`src/rtl/core/trq_pkg.sv`:
```
// types and constants shared by the timed release queue
package trq_pkg;

  localparam logic CMD_INSERT = 1'b0;
  localparam logic CMD_TICK   = 1'b1;

  localparam logic [1:0] KIND_ACCEPTED = 2'd0;
  localparam logic [1:0] KIND_DROPPED  = 2'd1;
  localparam logic [1:0] KIND_RELEASED = 2'd2;

  typedef struct packed {
    logic [15:0] tag;
    logic [15:0] delay;
    logic [31:0] deadline;
  } entry_t;

  typedef struct packed {
    logic [1:0]  kind;
    logic [15:0] tag;
    logic [15:0] delay;
    logic        last;
  } result_t;

  typedef enum logic [1:0] {
    ST_IDLE = 2'b01,
    ST_SCAN = 2'b10
  } state_t;

endpackage

```
`src/rtl/core/trq_if.sv`:
```
// valid/ready channel interfaces for command and result words
interface trq_in_if;
  logic        valid;
  logic        ready;
  logic        cmd;
  logic [15:0] tag;
  logic [15:0] delay_ticks;

  modport source (output valid, output cmd, output tag, output delay_ticks, input ready);
  modport sink (input valid, input cmd, input tag, input delay_ticks, output ready);
endinterface

interface trq_out_if;
  logic        valid;
  logic        ready;
  logic [1:0]  kind;
  logic [15:0] out_tag;
  logic [15:0] out_delay;
  logic        last;

  modport source (output valid, output kind, output out_tag, output out_delay,
                  output last, input ready);
  modport sink (input valid, input kind, input out_tag, input out_delay,
                input last, output ready);
endinterface

```
`src/rtl/core/timed_release_queue.sv`:
```
// top level of the timed release queue: timer table in ram and scan control
//
// in_ch carries command words: insert (tag, delay_ticks) or tick.
// out_ch carries result words: kind, out_tag, out_delay, last.
// an insert gives one result word, accepted or dropped when full, visible
// in the cycle after the command is taken; the next command can follow at
// once if out_ch.ready is high. a tick advances the 32-bit time count and
// scans the table in order, one entry per cycle through the ram read port
// while the output does not stall, writing kept entries back compacted and
// releasing due ones; in_ch.ready is low during the scan. a tick with nothing
// due gives no result word. the last release of a tick carries last = 1.
// reset empties the table and clears the time count; ram contents are not
// cleared and need no clearing pass.
// when out_ch.ready is low the scan pauses on the next due entry and
// resumes once the output register frees up; no word is lost.
module timed_release_queue import trq_pkg::*; #(
  parameter int DEPTH = 16
) (
  input  logic    clk,
  input  logic    rst_n,
  trq_in_if.sink  in_ch,
  trq_out_if.source out_ch
);

  localparam int AW = (DEPTH > 1) ? $clog2(DEPTH) : 1;
  localparam int CW = $clog2(DEPTH + 1);
  localparam logic [CW-1:0] FULL = CW'(DEPTH);

  state_t      state_r, state_nxt;
  logic [31:0] now_r, now_nxt;
  logic [CW-1:0] count_r, count_nxt;
  logic [CW-1:0] idx_r, idx_nxt;
  logic [CW-1:0] keep_r, keep_nxt;
  logic        rd_pend_r, rd_pend_nxt;
  logic        pend_v_r, pend_v_nxt;
  logic [15:0] pend_tag_r, pend_tag_nxt;
  logic [15:0] pend_delay_r, pend_delay_nxt;

  logic          we, re;
  logic [AW-1:0] waddr, raddr;
  entry_t        wdata, cur;
  logic [63:0]   rdata;
  logic          out_load, slot_free;
  result_t       res;
  logic          in_acc;
  logic [31:0]   diff;
  logic          due;

  trq_ram #(.WIDTH($bits(entry_t)), .DEPTH(DEPTH), .AW(AW)) u_ram (
    .clk   (clk),
    .we    (we),
    .waddr (waddr),
    .wdata (wdata),
    .re    (re),
    .raddr (raddr),
    .rdata (rdata)
  );

  trq_out_reg u_out (
    .clk    (clk),
    .rst_n  (rst_n),
    .load   (out_load),
    .res    (res),
    .free   (slot_free),
    .out_ch (out_ch)
  );

  assign cur         = entry_t'(rdata);
  assign diff        = cur.deadline - now_r;
  assign due         = (diff == 32'd0) || diff[31];
  assign in_ch.ready = (state_r == ST_IDLE) && slot_free;
  assign in_acc      = in_ch.valid && in_ch.ready;

  always_comb begin
    logic consume;
    consume        = 1'b0;
    state_nxt      = state_r;
    now_nxt        = now_r;
    count_nxt      = count_r;
    idx_nxt        = idx_r;
    keep_nxt       = keep_r;
    rd_pend_nxt    = rd_pend_r;
    pend_v_nxt     = pend_v_r;
    pend_tag_nxt   = pend_tag_r;
    pend_delay_nxt = pend_delay_r;
    we             = 1'b0;
    waddr          = '0;
    wdata          = cur;
    re             = 1'b0;
    raddr          = idx_r[AW-1:0];
    out_load       = 1'b0;
    res            = '{kind: KIND_RELEASED, tag: pend_tag_r, delay: pend_delay_r,
                       last: 1'b0};
    case (state_r)
      ST_IDLE: begin
        if (in_acc) begin
          if (in_ch.cmd == CMD_INSERT) begin
            out_load = 1'b1;
            res = '{kind: KIND_ACCEPTED, tag: in_ch.tag, delay: in_ch.delay_ticks,
                    last: 1'b1};
            if (count_r < FULL) begin
              we        = 1'b1;
              waddr     = count_r[AW-1:0];
              wdata     = '{tag: in_ch.tag, delay: in_ch.delay_ticks,
                            deadline: now_r + {16'd0, in_ch.delay_ticks}};
              count_nxt = count_r + 1'b1;
            end else begin
              res.kind = KIND_DROPPED;
            end
          end else begin
            now_nxt     = now_r + 32'd1;
            idx_nxt     = '0;
            keep_nxt    = '0;
            rd_pend_nxt = 1'b0;
            pend_v_nxt  = 1'b0;
            state_nxt   = ST_SCAN;
          end
        end
      end
      ST_SCAN: begin
        if (rd_pend_r) begin
          if (due) begin
            if (!pend_v_r || slot_free) begin
              consume        = 1'b1;
              out_load       = pend_v_r;
              pend_v_nxt     = 1'b1;
              pend_tag_nxt   = cur.tag;
              pend_delay_nxt = cur.delay;
            end
          end else begin
            consume  = 1'b1;
            we       = 1'b1;
            waddr    = keep_r[AW-1:0];
            keep_nxt = keep_r + 1'b1;
          end
        end
        if ((idx_r < count_r) && (!rd_pend_r || consume)) begin
          re          = 1'b1;
          idx_nxt     = idx_r + 1'b1;
          rd_pend_nxt = 1'b1;
        end else if (consume) begin
          rd_pend_nxt = 1'b0;
        end
        if (!rd_pend_r && (idx_r == count_r)) begin
          if (!pend_v_r || slot_free) begin
            out_load   = pend_v_r;
            res.last   = 1'b1;
            pend_v_nxt = 1'b0;
            count_nxt  = keep_r;
            state_nxt  = ST_IDLE;
          end
        end
      end
      default: begin
        state_nxt = ST_IDLE;
      end
    endcase
  end

  always_ff @(posedge clk) begin
    if (!rst_n) begin
      state_r   <= ST_IDLE;
      now_r     <= '0;
      count_r   <= '0;
      idx_r     <= '0;
      keep_r    <= '0;
      rd_pend_r <= 1'b0;
      pend_v_r  <= 1'b0;
    end else begin
      state_r   <= state_nxt;
      now_r     <= now_nxt;
      count_r   <= count_nxt;
      idx_r     <= idx_nxt;
      keep_r    <= keep_nxt;
      rd_pend_r <= rd_pend_nxt;
      pend_v_r  <= pend_v_nxt;
    end
  end

  always_ff @(posedge clk) begin
    pend_tag_r   <= pend_tag_nxt;
    pend_delay_r <= pend_delay_nxt;
  end

  a_count_bound: assert property (@(posedge clk) disable iff (!rst_n)
    count_r <= FULL)
    else $error("entry count above table depth");

  a_keep_behind: assert property (@(posedge clk) disable iff (!rst_n)
    (state_r == ST_SCAN) |-> (keep_r <= idx_r) && (idx_r <= count_r))
    else $error("compaction index ahead of scan index");

  a_tick_scan: assert property (@(posedge clk) disable iff (!rst_n)
    (in_acc && in_ch.cmd == CMD_TICK) |=> (state_r == ST_SCAN) && (idx_r == '0)
      && (now_r == $past(now_r) + 32'd1))
    else $error("tick did not start a scan");

  a_insert_grow: assert property (@(posedge clk) disable iff (!rst_n)
    (in_acc && in_ch.cmd == CMD_INSERT && count_r < FULL)
      |=> (count_r == $past(count_r) + 1'b1) && out_ch.valid)
    else $error("insert did not grow the table");

endmodule

```
`src/rtl/core/trq_ram.sv`:
```
// generic single write port, single read port ram with registered read
module trq_ram #(
  parameter int WIDTH = 64,
  parameter int DEPTH = 16,
  parameter int AW    = (DEPTH > 1) ? $clog2(DEPTH) : 1
) (
  input  logic             clk,
  input  logic             we,
  input  logic [AW-1:0]    waddr,
  input  logic [WIDTH-1:0] wdata,
  input  logic             re,
  input  logic [AW-1:0]    raddr,
  output logic [WIDTH-1:0] rdata
);

  logic [WIDTH-1:0] mem [DEPTH];

  always_ff @(posedge clk) begin
    if (we) begin
      mem[waddr] <= wdata;
    end
    if (re) begin
      rdata <= mem[raddr];
    end
  end

endmodule

```
`src/rtl/core/trq_out_reg.sv`:
```
// result output register driving the result channel
module trq_out_reg import trq_pkg::*; (
  input  logic      clk,
  input  logic      rst_n,
  input  logic      load,
  input  result_t   res,
  output logic      free,
  trq_out_if.source out_ch
);

  logic    valid_r;
  result_t data_r;

  assign free = !valid_r || out_ch.ready;

  always_ff @(posedge clk) begin
    if (!rst_n) begin
      valid_r <= 1'b0;
    end else if (free) begin
      valid_r <= load;
    end
  end

  always_ff @(posedge clk) begin
    if (free && load) begin
      data_r <= res;
    end
  end

  assign out_ch.valid     = valid_r;
  assign out_ch.kind      = data_r.kind;
  assign out_ch.out_tag   = data_r.tag;
  assign out_ch.out_delay = data_r.delay;
  assign out_ch.last      = data_r.last;

endmodule
```
`src/flat_wrapper.sv`:
```
// flat-port wrapper written by rule: the top's interface ports become plain ports
module timed_release_queue_flat import trq_pkg::*;
#(
  parameter int DEPTH = 16
)
  (clk, rst_n, in_ch_valid, in_ch_cmd, in_ch_tag, in_ch_delay_ticks, in_ch_ready, out_ch_valid, out_ch_kind, out_ch_out_tag, out_ch_out_delay, out_ch_last, out_ch_ready);
  trq_in_if in_ch_i ();
  trq_out_if out_ch_i ();
  input  logic clk;
  input  logic rst_n;
  input wire logic [$bits(in_ch_i.valid)-1:0] in_ch_valid;
  input wire logic [$bits(in_ch_i.cmd)-1:0] in_ch_cmd;
  input wire logic [$bits(in_ch_i.tag)-1:0] in_ch_tag;
  input wire logic [$bits(in_ch_i.delay_ticks)-1:0] in_ch_delay_ticks;
  output wire logic [$bits(in_ch_i.ready)-1:0] in_ch_ready;
  output wire logic [$bits(out_ch_i.valid)-1:0] out_ch_valid;
  output wire logic [$bits(out_ch_i.kind)-1:0] out_ch_kind;
  output wire logic [$bits(out_ch_i.out_tag)-1:0] out_ch_out_tag;
  output wire logic [$bits(out_ch_i.out_delay)-1:0] out_ch_out_delay;
  output wire logic [$bits(out_ch_i.last)-1:0] out_ch_last;
  input wire logic [$bits(out_ch_i.ready)-1:0] out_ch_ready;
  assign in_ch_i.valid = in_ch_valid;
  assign in_ch_i.cmd = in_ch_cmd;
  assign in_ch_i.tag = in_ch_tag;
  assign in_ch_i.delay_ticks = in_ch_delay_ticks;
  assign in_ch_ready = in_ch_i.ready;
  assign out_ch_valid = out_ch_i.valid;
  assign out_ch_kind = out_ch_i.kind;
  assign out_ch_out_tag = out_ch_i.out_tag;
  assign out_ch_out_delay = out_ch_i.out_delay;
  assign out_ch_last = out_ch_i.last;
  assign out_ch_i.ready = out_ch_ready;
  timed_release_queue #(.DEPTH(DEPTH)) u_core (.clk(clk), .rst_n(rst_n), .in_ch(in_ch_i), .out_ch(out_ch_i));
endmodule
```
`config.mk`:
```
export PLATFORM = sky130hd
export DESIGN_NAME = timed_release_queue_flat
export DESIGN_NICKNAME = d
export VERILOG_FILES = /design/src/rtl/core/trq_pkg.sv /design/src/rtl/core/trq_if.sv /design/src/rtl/core/timed_release_queue.sv /design/src/rtl/core/trq_ram.sv /design/src/rtl/core/trq_out_reg.sv /design/src/flat_wrapper.sv
export SDC_FILE = /design/constraint.sdc
export NUM_CORES = 1
export LEC_CHECK = 0
export BUFFER_PORTS_ARGS = -buffer_cell sky130_fd_sc_hd__buf_4
export CORE_AREA = 2 2 288 290
export CTS_CLUSTER_SIZE = 10
export DETAILED_ROUTE_END_ITERATION = 8
export DIE_AREA = 0 0 290 292
export PLACE_DENSITY = 0.77
export SLEW_MARGIN = 5
export SYNTH_ARGS = -nofsm -noshare
export SYNTH_HDL_FRONTEND = slang
export SYNTH_HIERARCHICAL = 1
export SYNTH_SLANG_ARGS = --single-unit
```
`constraint.sdc`:
```
create_clock -name clk -period 13.3 [get_ports clk]
set_input_delay 0 -clock clk [delete_from_list [all_inputs] [get_ports clk]]
set_output_delay 0 -clock clk [all_outputs]
set_load 0.005 [all_outputs]
```
==> results.sh, run 1 <==
export IMPL_drv_cap=0
export IMPL_numCtsBuffers=140
export IMPL_p_sw_share_pct=20.72
export IMPL_netlist_area_leader_share_pct=70.14
export IMPL_fin_skew_ns=0.02837
export IMPL_core_um2=81580
export IMPL_area_growth_pct=12.29
export IMPL_num_vias=28130
export IMPL_rrSetupSlack_ns=6.62
export IMPL_finalSetupViolations=0
export IMPL_die_area_um2=84680
export IMPL_power_frac_comb_pct=3.6
export IMPL_slew_viol_final=0
export IMPL_ys_flop_type="edfxtp_1"
export IMPL_worst_pin_slew_ns=1.413
export IMPL_fin_crit_ns=6.685
export IMPL_synthArstFlopShare_pct=0
export IMPL_grt_usage_pct=30.77
export IMPL_drcViolationCount=0
export IMPL_status="completed"
export IMPL_cp_arrival_ns=7.01
export IMPL_hold_start="in_ch_delay_ticks[1]"
export IMPL_tns_ns=0
export IMPL_first_pass_iters=6
export IMPL_yosys_top_cells_area="edfxtp_1 (70%), mux4_2 (12%), nand2_1 (2.7%), dfxtp_1 (2.1%), a22oi_1 (2.0%)"
export IMPL_synth_area_leader_cell="edfxtp_1"
export IMPL_overflow=0
export IMPL_die_h_um=292
export IMPL_hold_depth=3
export IMPL_fillCellCount=4865
export IMPL_ant_nets=0
export IMPL_yosysUniqueCellTypes=82
export IMPL_p_per_area_nw_per_um2=142.1
export IMPL_io_buffer_count=73
export IMPL_final_nets=3086
export IMPL_first_iter_violations=3671
export IMPL_vdd_drop_max_uv=129.4
export IMPL_clockBufferDepth=3
export IMPL_start_util_pct=60.61
export IMPL_synth_edf_count=1155
export IMPL_hold_path_end="u_core/u_out/out_ch.out_delay[1]"
export IMPL_path_class="flip-flop to flip-flop"
export IMPL_fin_cells=4096
export IMPL_cp_end_kind="flip-flop"
export IMPL_yosysSeqAreaShare_pct=72.25
export IMPL_hold_viol=0
export IMPL_p_switching_mw=1.634
export IMPL_clock_sinks=1207
export IMPL_dpl_instance_area_um2=51260
export IMPL_layout_drive_gt1_share_pct=20.09
export IMPL_post_cts_resized=0
export IMPL_p_int_mw=6.253
export IMPL_utilization_pct=68.06
export IMPL_layout_commonest_cell="edfxtp_1"
export IMPL_wirelength_um=128300
export IMPL_cp_max_fo=39
export IMPL_period_share_pct=50.26
export IMPL_critPathRequiredTime_ns=13.62
export IMPL_grt_pass1_wl_um=190500
export IMPL_io_pins=74
export IMPL_slew_headroom_pct=5.152
export IMPL_grt_pass1_vias=29250
export IMPL_cts_htree_levels=4
export IMPL_rows=105
export IMPL_antenna_found_initial=2
export IMPL_diodes=0
export IMPL_synthesis_nets=2918
export IMPL_yosys_warnings=6
export IMPL_r2r_cells=16
export IMPL_clkTransAtPathRegs_ns=0.06
export IMPL_hpwl_um=65320
export IMPL_leakage_nw=17.82
export IMPL_pwr_share_seq_pct=53.6
export IMPL_grt_max_degree=155
export IMPL_finalInstanceArea_um2=55520
export IMPL_hold_path_class="input port to flip-flop"
export IMPL_critPathLaunchType="flip-flop"
export IMPL_r2r_end="u_core/u_ram/mem[10][63]"
export IMPL_timing_fmax_ghz=0.1496
export IMPL_rsz0062_at_grt="no"
export IMPL_tritoncts="built"
export IMPL_vias_per_cell=6.867
export IMPL_gp_congestion=0.8879
export IMPL_mostFrequentLayoutCells="edfxtp_1 (1,155), nand2_1 (350), mux4_2 (256)"
export IMPL_place_inst=3881
export IMPL_syn_inst=2821
export IMPL_root_buffer="clkbuf_16"
export IMPL_die_x_um=290
export IMPL_clk_latency_ns=0.72
export IMPL_wire_per_inst_um=31.32
export IMPL_syn_area_um2=49450
export IMPL_synth_area_per_cell_um2=17.53
export IMPL_r2r_start="u_core/now_r[1]"
export IMPL_synth_seq_cells=1207
export IMPL_clock_power_share_pct=42.8
-- Yosys cell counts (3+ instances only) --
cell,count
dfxtp_1,52
o21ai_0,92
xor2_1,10
o221ai_1,3
a21boi_0,8
nor3_1,27
ha_1,58
nor2b_1,12
and4_1,5
a21o_1,17
or4_1,3
a22oi_1,135
a21oi_1,52
mux2i_1,8
o211ai_1,6
buf_2,22
or3_1,23
o211a_1,4
and3_1,6
edfxtp_1,1155
o21a_1,14
nand4_1,25
buf_1,14
a211oi_1,8
nand2_1,351
o21ai_1,3
nor2_1,69
or3b_2,3
a31oi_1,10
and2_1,32
o31ai_1,7
nand3b_1,6
mux4_2,256
nand3_1,32
a21oi_2,5
nor4_1,11
clkbuf_1,74
xnor2_1,50
buf_4,11
buf_6,17
inv_1,60
nand2b_1,11
o2111ai_1,5
-- worst max-delay path, stage by stage, from the launching register on --
cell and delay [ns]:
dfxtp_1 0.46, inv_1 0.14, ha_1 0.30, nor2b_1 0.14, o31ai_1 0.57, a22oi_1 0.25, a21oi_1 0.33, xnor2_1 0.12
nor4_1 0.45, nand4_1 0.23, or3_4 0.50, and4_4 0.26, a22oi_1 0.21, nor2_1 0.12, nand3b_1 0.42, nor2_4 0.94
buf_4 0.79
-- routing by layer --
metal	global-route usage [%]	wire length (um)	vias up	share of wire [%]
met5	0	11	-	0.0086
met3	7.292	14220	325	11
li1	-	-	11530	-
met1	40.49	46050	14270	36
met4	11.99	4603	2	3.6
met2	50.41	63390	2003	49
-- repair_timing --
action | CTS | global route
setup buffers | 0 | 0
hold endpoints to repair | 243 | 0
hold buffers | 36 | 0
-- worst max-delay path by stage --
stage,cells past startpoint,slack [ns],start,endpoint
after global routing,16,6.37,u_core/now_r[1],u_core/u_ram/mem[10][63]
after detailed placement,16,6.83,u_core/now_r[1],u_core/u_ram/mem[10][60]
after global placement,16,6.93,u_core/now_r[1],u_core/u_ram/mem[10][52]
final,16,6.62,u_core/now_r[1],u_core/u_ram/mem[10][63]
after floorplan,18,4.50,u_core/now_r[19],u_core/u_ram/mem[0][0]
after CTS,16,6.74,u_core/now_r[1],u_core/u_ram/mem[13][62]
-- sequential cells by signal, indices dropped and copies added (netlist names) --
signal,cells
u_core/u_ram/mem,1024
u_core/keep_r,5
u_core/u_ram/rdata,64
u_core/pend_tag_r,16
u_core/u_out/out_ch.last,1
u_core/now_r,32
u_core/u_out/out_ch.kind,2
u_core/u_out/out_ch.out_delay,16
u_core/pend_delay_r,16
u_core/idx_r,5
u_core/u_out/out_ch.valid,1
u_core/count_r,5
u_core/rd_pend_r,1
u_core/u_out/out_ch.out_tag,16
u_core/pend_v_r,1
u_core/state_r,2
-- cell families (layout without fill, tap and decap cells) --
logic type      count (synthesis)  after routing  share of synthesized area, %
fa+ha+maj                      60             60                         1.549
compound gates                404            404                         5.625
simple gates                  623            623                         5.714
flops                        1207           1207                         72.25
xor+xnor                       60             60                         1.063
buf+inv                       201            406                         1.936
mux                           266            266                         11.87
-- per-stage QoR --
| step | total power, mW | setup WS [ns] | hold slack (ns) |
|---|---|---|---|
| floorplan | 4.446 | 4.501 | 0.1497 |
| global placement | 4.550 | 6.925 | 0.2699 |
| detailed placement | 4.565 | 6.826 | 0.2772 |
| CTS | 7.916 | 6.740 | 0.009099 |
| global route | 8.071 | 6.370 | 0.03607 |
| finish | 7.888 | 6.615 | 0.06509 |
-- power groups by stage --
| stage | Sequential, mW | Combinational, mW | Clock (mW) |
|---|---|---|---|
| global route | 4.23 | 0.302 | 3.54 |
| floorplan | 4.30 | 0.141 | 0 |
| CTS | 4.23 | 0.275 | 3.41 |
| global placement | 4.30 | 0.248 | 0 |
| detailed placement | 4.30 | 0.261 | 0 |
| finish | 4.23 | 0.283 | 3.37 |
-- area by class of cell --
type	count	area [um^2]	share of cell area, %
Clock buffer	162	3660	6.591
Clock inverter	17	225.2	0.4056
Inverter	60	225.2	0.4056
Multi-Input combinational cell	1413	12960	23.35
Sequential cell	1207	35730	64.35
Tap cell	1070	1339	2.411
Timing Repair Buffer	167	1381	2.488
Power figures use the tool's default switching activity.
==> run 2, diff against run 1 <==
==> constraint.sdc (replaced) <==
create_clock -name clk -period 6.35 [get_ports clk]
set_input_delay 0 -clock clk [delete_from_list [all_inputs] [get_ports clk]]
set_output_delay 0 -clock clk [all_outputs]
set_load 0.005 [all_outputs]
==> run 2 against run 1 <==
Sequential cell count unchanged. Hold slack improved by 0.032 ns. Sequential power increased by 110%. Worst setup slack got worse by 6.1 ns. Critical path type unchanged. Largest cell class unchanged.
==> results.sh, run 2 (synthesis results as in run 1) <==
export IMPL_status="completed"
export IMPL_cts_setup_buffers=0
export IMPL_fin_crit_ns=5.867
export IMPL_cp_max_fo=33
export IMPL_met1_usage_pct=41.15
export IMPL_max_flop_register="u_core/u_ram/mem"
export IMPL_numCtsBuffers=139
export IMPL_r2r_cells=15
export IMPL_p_per_area_nw_per_um2=296.6
export IMPL_num_vias=28340
export IMPL_top_regs="u_core/u_ram/mem x1024, u_core/u_ram/rdata x64, u_core/now_r x32"
export IMPL_io_pins=74
export IMPL_cp_slowest_cell="nor2_1"
export IMPL_leakage_nw=17.91
export IMPL_startpoint="u_core/now_r[1]"
export IMPL_hold_depth=4
export IMPL_layout_commonest_cell="edfxtp_1"
export IMPL_antenna_found_initial=7
export IMPL_first_pass_iters=6
export IMPL_largest_reg_flops=1024
export IMPL_wirelength_um=129800
export IMPL_ant_nets=0
export IMPL_post_cts_resized=0
export IMPL_gp_congestion=0.8717
export IMPL_drcViolationCount=0
export IMPL_hpwl_um=69620
export IMPL_hold_path_end="u_core/now_r[1]"
export IMPL_fin_skew_ns=0.03309
export IMPL_slew_viol_final=0
export IMPL_grt_usage_pct=30.96
export IMPL_die_x_um=290
export IMPL_hold_path_class="input port to flip-flop"
export IMPL_final_nets=3095
export IMPL_top_usage_layer="met2"
export IMPL_rrSetupSlack_ns=0.48
export IMPL_finalSetupViolations=0
export IMPL_cts_htree_levels=4
export IMPL_vias_per_cell=6.893
export IMPL_clockBufferDepth=3
export IMPL_first_iter_violations=4078
export IMPL_worst_pin_slew_ns=1.447
export IMPL_path_class="flip-flop to flip-flop"
export IMPL_drv_cap=0
export IMPL_critPathRequiredTime_ns=6.75
export IMPL_root_buffer="clkbuf_16"
export IMPL_rows=105
export IMPL_core_um2=81580
export IMPL_layout_drive_gt1_share_pct=20.27
export IMPL_clock_sinks=1207
export IMPL_clk_latency_ns=0.73
export IMPL_gr_usage_met2_pct=50.87
export IMPL_mostFrequentLayoutCells="edfxtp_1 (1,155), nand2_1 (350), mux4_2 (256)"
export IMPL_grt_max_degree=96
export IMPL_cp_end_kind="flip-flop"
export IMPL_finalInstanceArea_um2=55920
export IMPL_vdd_drop_max_uv=288.4
export IMPL_use_met3_pct=5.861
export IMPL_start_util_pct=60.61
export IMPL_worst_path_dominant_cell_family="simple AND/OR/NAND/NOR gates"
export IMPL_r2r_end="u_core/u_ram/mem[7][48]"
export IMPL_wire_per_inst_um=31.58
export IMPL_overflow=0
export IMPL_grt_pass1_vias=29110
export IMPL_die_h_um=292
export IMPL_hold_slack_ns=0.09710
export IMPL_dpl_instance_area_um2=51620
export IMPL_path_cells="inv_1, ha_1, nor2b_1, o31ai_1, a21o_1, a21oi_1, o21a_1, o21ai_0, xnor2_1, and4_4, a22oi_1, nor2_1, nand2_1, nor2_4, buf_12"
export IMPL_crit_buf_inv=2
export IMPL_hold_buffers=37
export IMPL_max_stage_delay_ns=0.75
export IMPL_r2r_start="u_core/now_r[1]"
export IMPL_hold_start="in_ch_valid"
export IMPL_tritoncts="built"
export IMPL_area_growth_pct=13.10
export IMPL_slew_headroom_pct=2.907
export IMPL_timing_fmax_ghz=0.1704
export IMPL_clkTransAtPathRegs_ns=0.06
export IMPL_period_share_pct=92.40
export IMPL_die_area_um2=84680
export IMPL_rsz0062_at_grt="no"
export IMPL_critPathLaunchType="flip-flop"
export IMPL_cp_arrival_ns=6.27
export IMPL_grt_pass1_wl_um=190900
export IMPL_hold_viol=0
export IMPL_io_buffer_count=73
==> run 2: cell count changes in the layout (fill, tap and decap cells not counted), sizes merged <==
cell         before  now
clkbuf          162  167
inv              66   65
buf             131  140
dlygate4sd3      36   37
diode             0    2
bufinv            1    0
==> run 2: metrics by stage <==
stage	util, %	setup WS [ns]	std cells	setup TNS (ns)	total power, mW
2_1_floorplan	-	-0.7151	2821	-168.65	9.310
5_1_grt	68.54	0.1839	4109	0	16.96
3_3_place_gp	63.27	0.5836	3890	0	9.565
3_5_place_dp	63.27	0.6582	3890	0	9.598
4_1_cts	68.51	0.5667	4109	0	16.62
6_report	68.55	0.4827	4111	0	16.59
==> run 2: report_power, final <==
part / total (mW) / switching (mW) / internal, mW / leakage [nW]
Combinational: 0.632 / 0.451 / 0.181 / 5.17
Sequential: 8.86 / 0.0268 / 8.83 / 10.9
Clock: 7.10 / 3.08 / 4.02 / 1.88
Total: 16.6 / 3.56 / 13.0 / 17.9
==> run 2: worst min-delay path: stages <==
cell and delay [ns]:
buf_4 0.09, nand3_1 0.42, nand2_1 0.19, a21boi_0 0.07
==> run 2: cell type report <==
type                       instances  area [um^2]
timing repair buffer             177         1722
multi-input combinational       1413        13000
antenna                            2        5.005
clock inverter                    15        297.8
sequential                      1207        35730
tap                             1070         1339
clock buffer                     167         3605
fill                            4918        25660
inverter                          60        225.2
==> run 2: worst max path at each step <==
stage | end | cells after the start
2_1_floorplan | u_core/u_ram/mem[1][0] | 18
3_5_place_dp | u_core/u_ram/mem[4][31] | 16
3_3_place_gp | u_core/u_ram/mem[4][59] | 16
6_report | u_core/u_ram/mem[7][48] | 15
5_1_grt | u_core/u_ram/mem[7][48] | 15
4_1_cts | u_core/u_ram/mem[4][31] | 16
==> run 2: layer usage <==
metal	routed length, um	share of wire [%]	vias to the layer above
li1	-	-	11560
met2	64340	50	2017
met5	41	0.032	-
met3	14010	11	357
met1	45940	35	14400
met4	5491	4.2	6
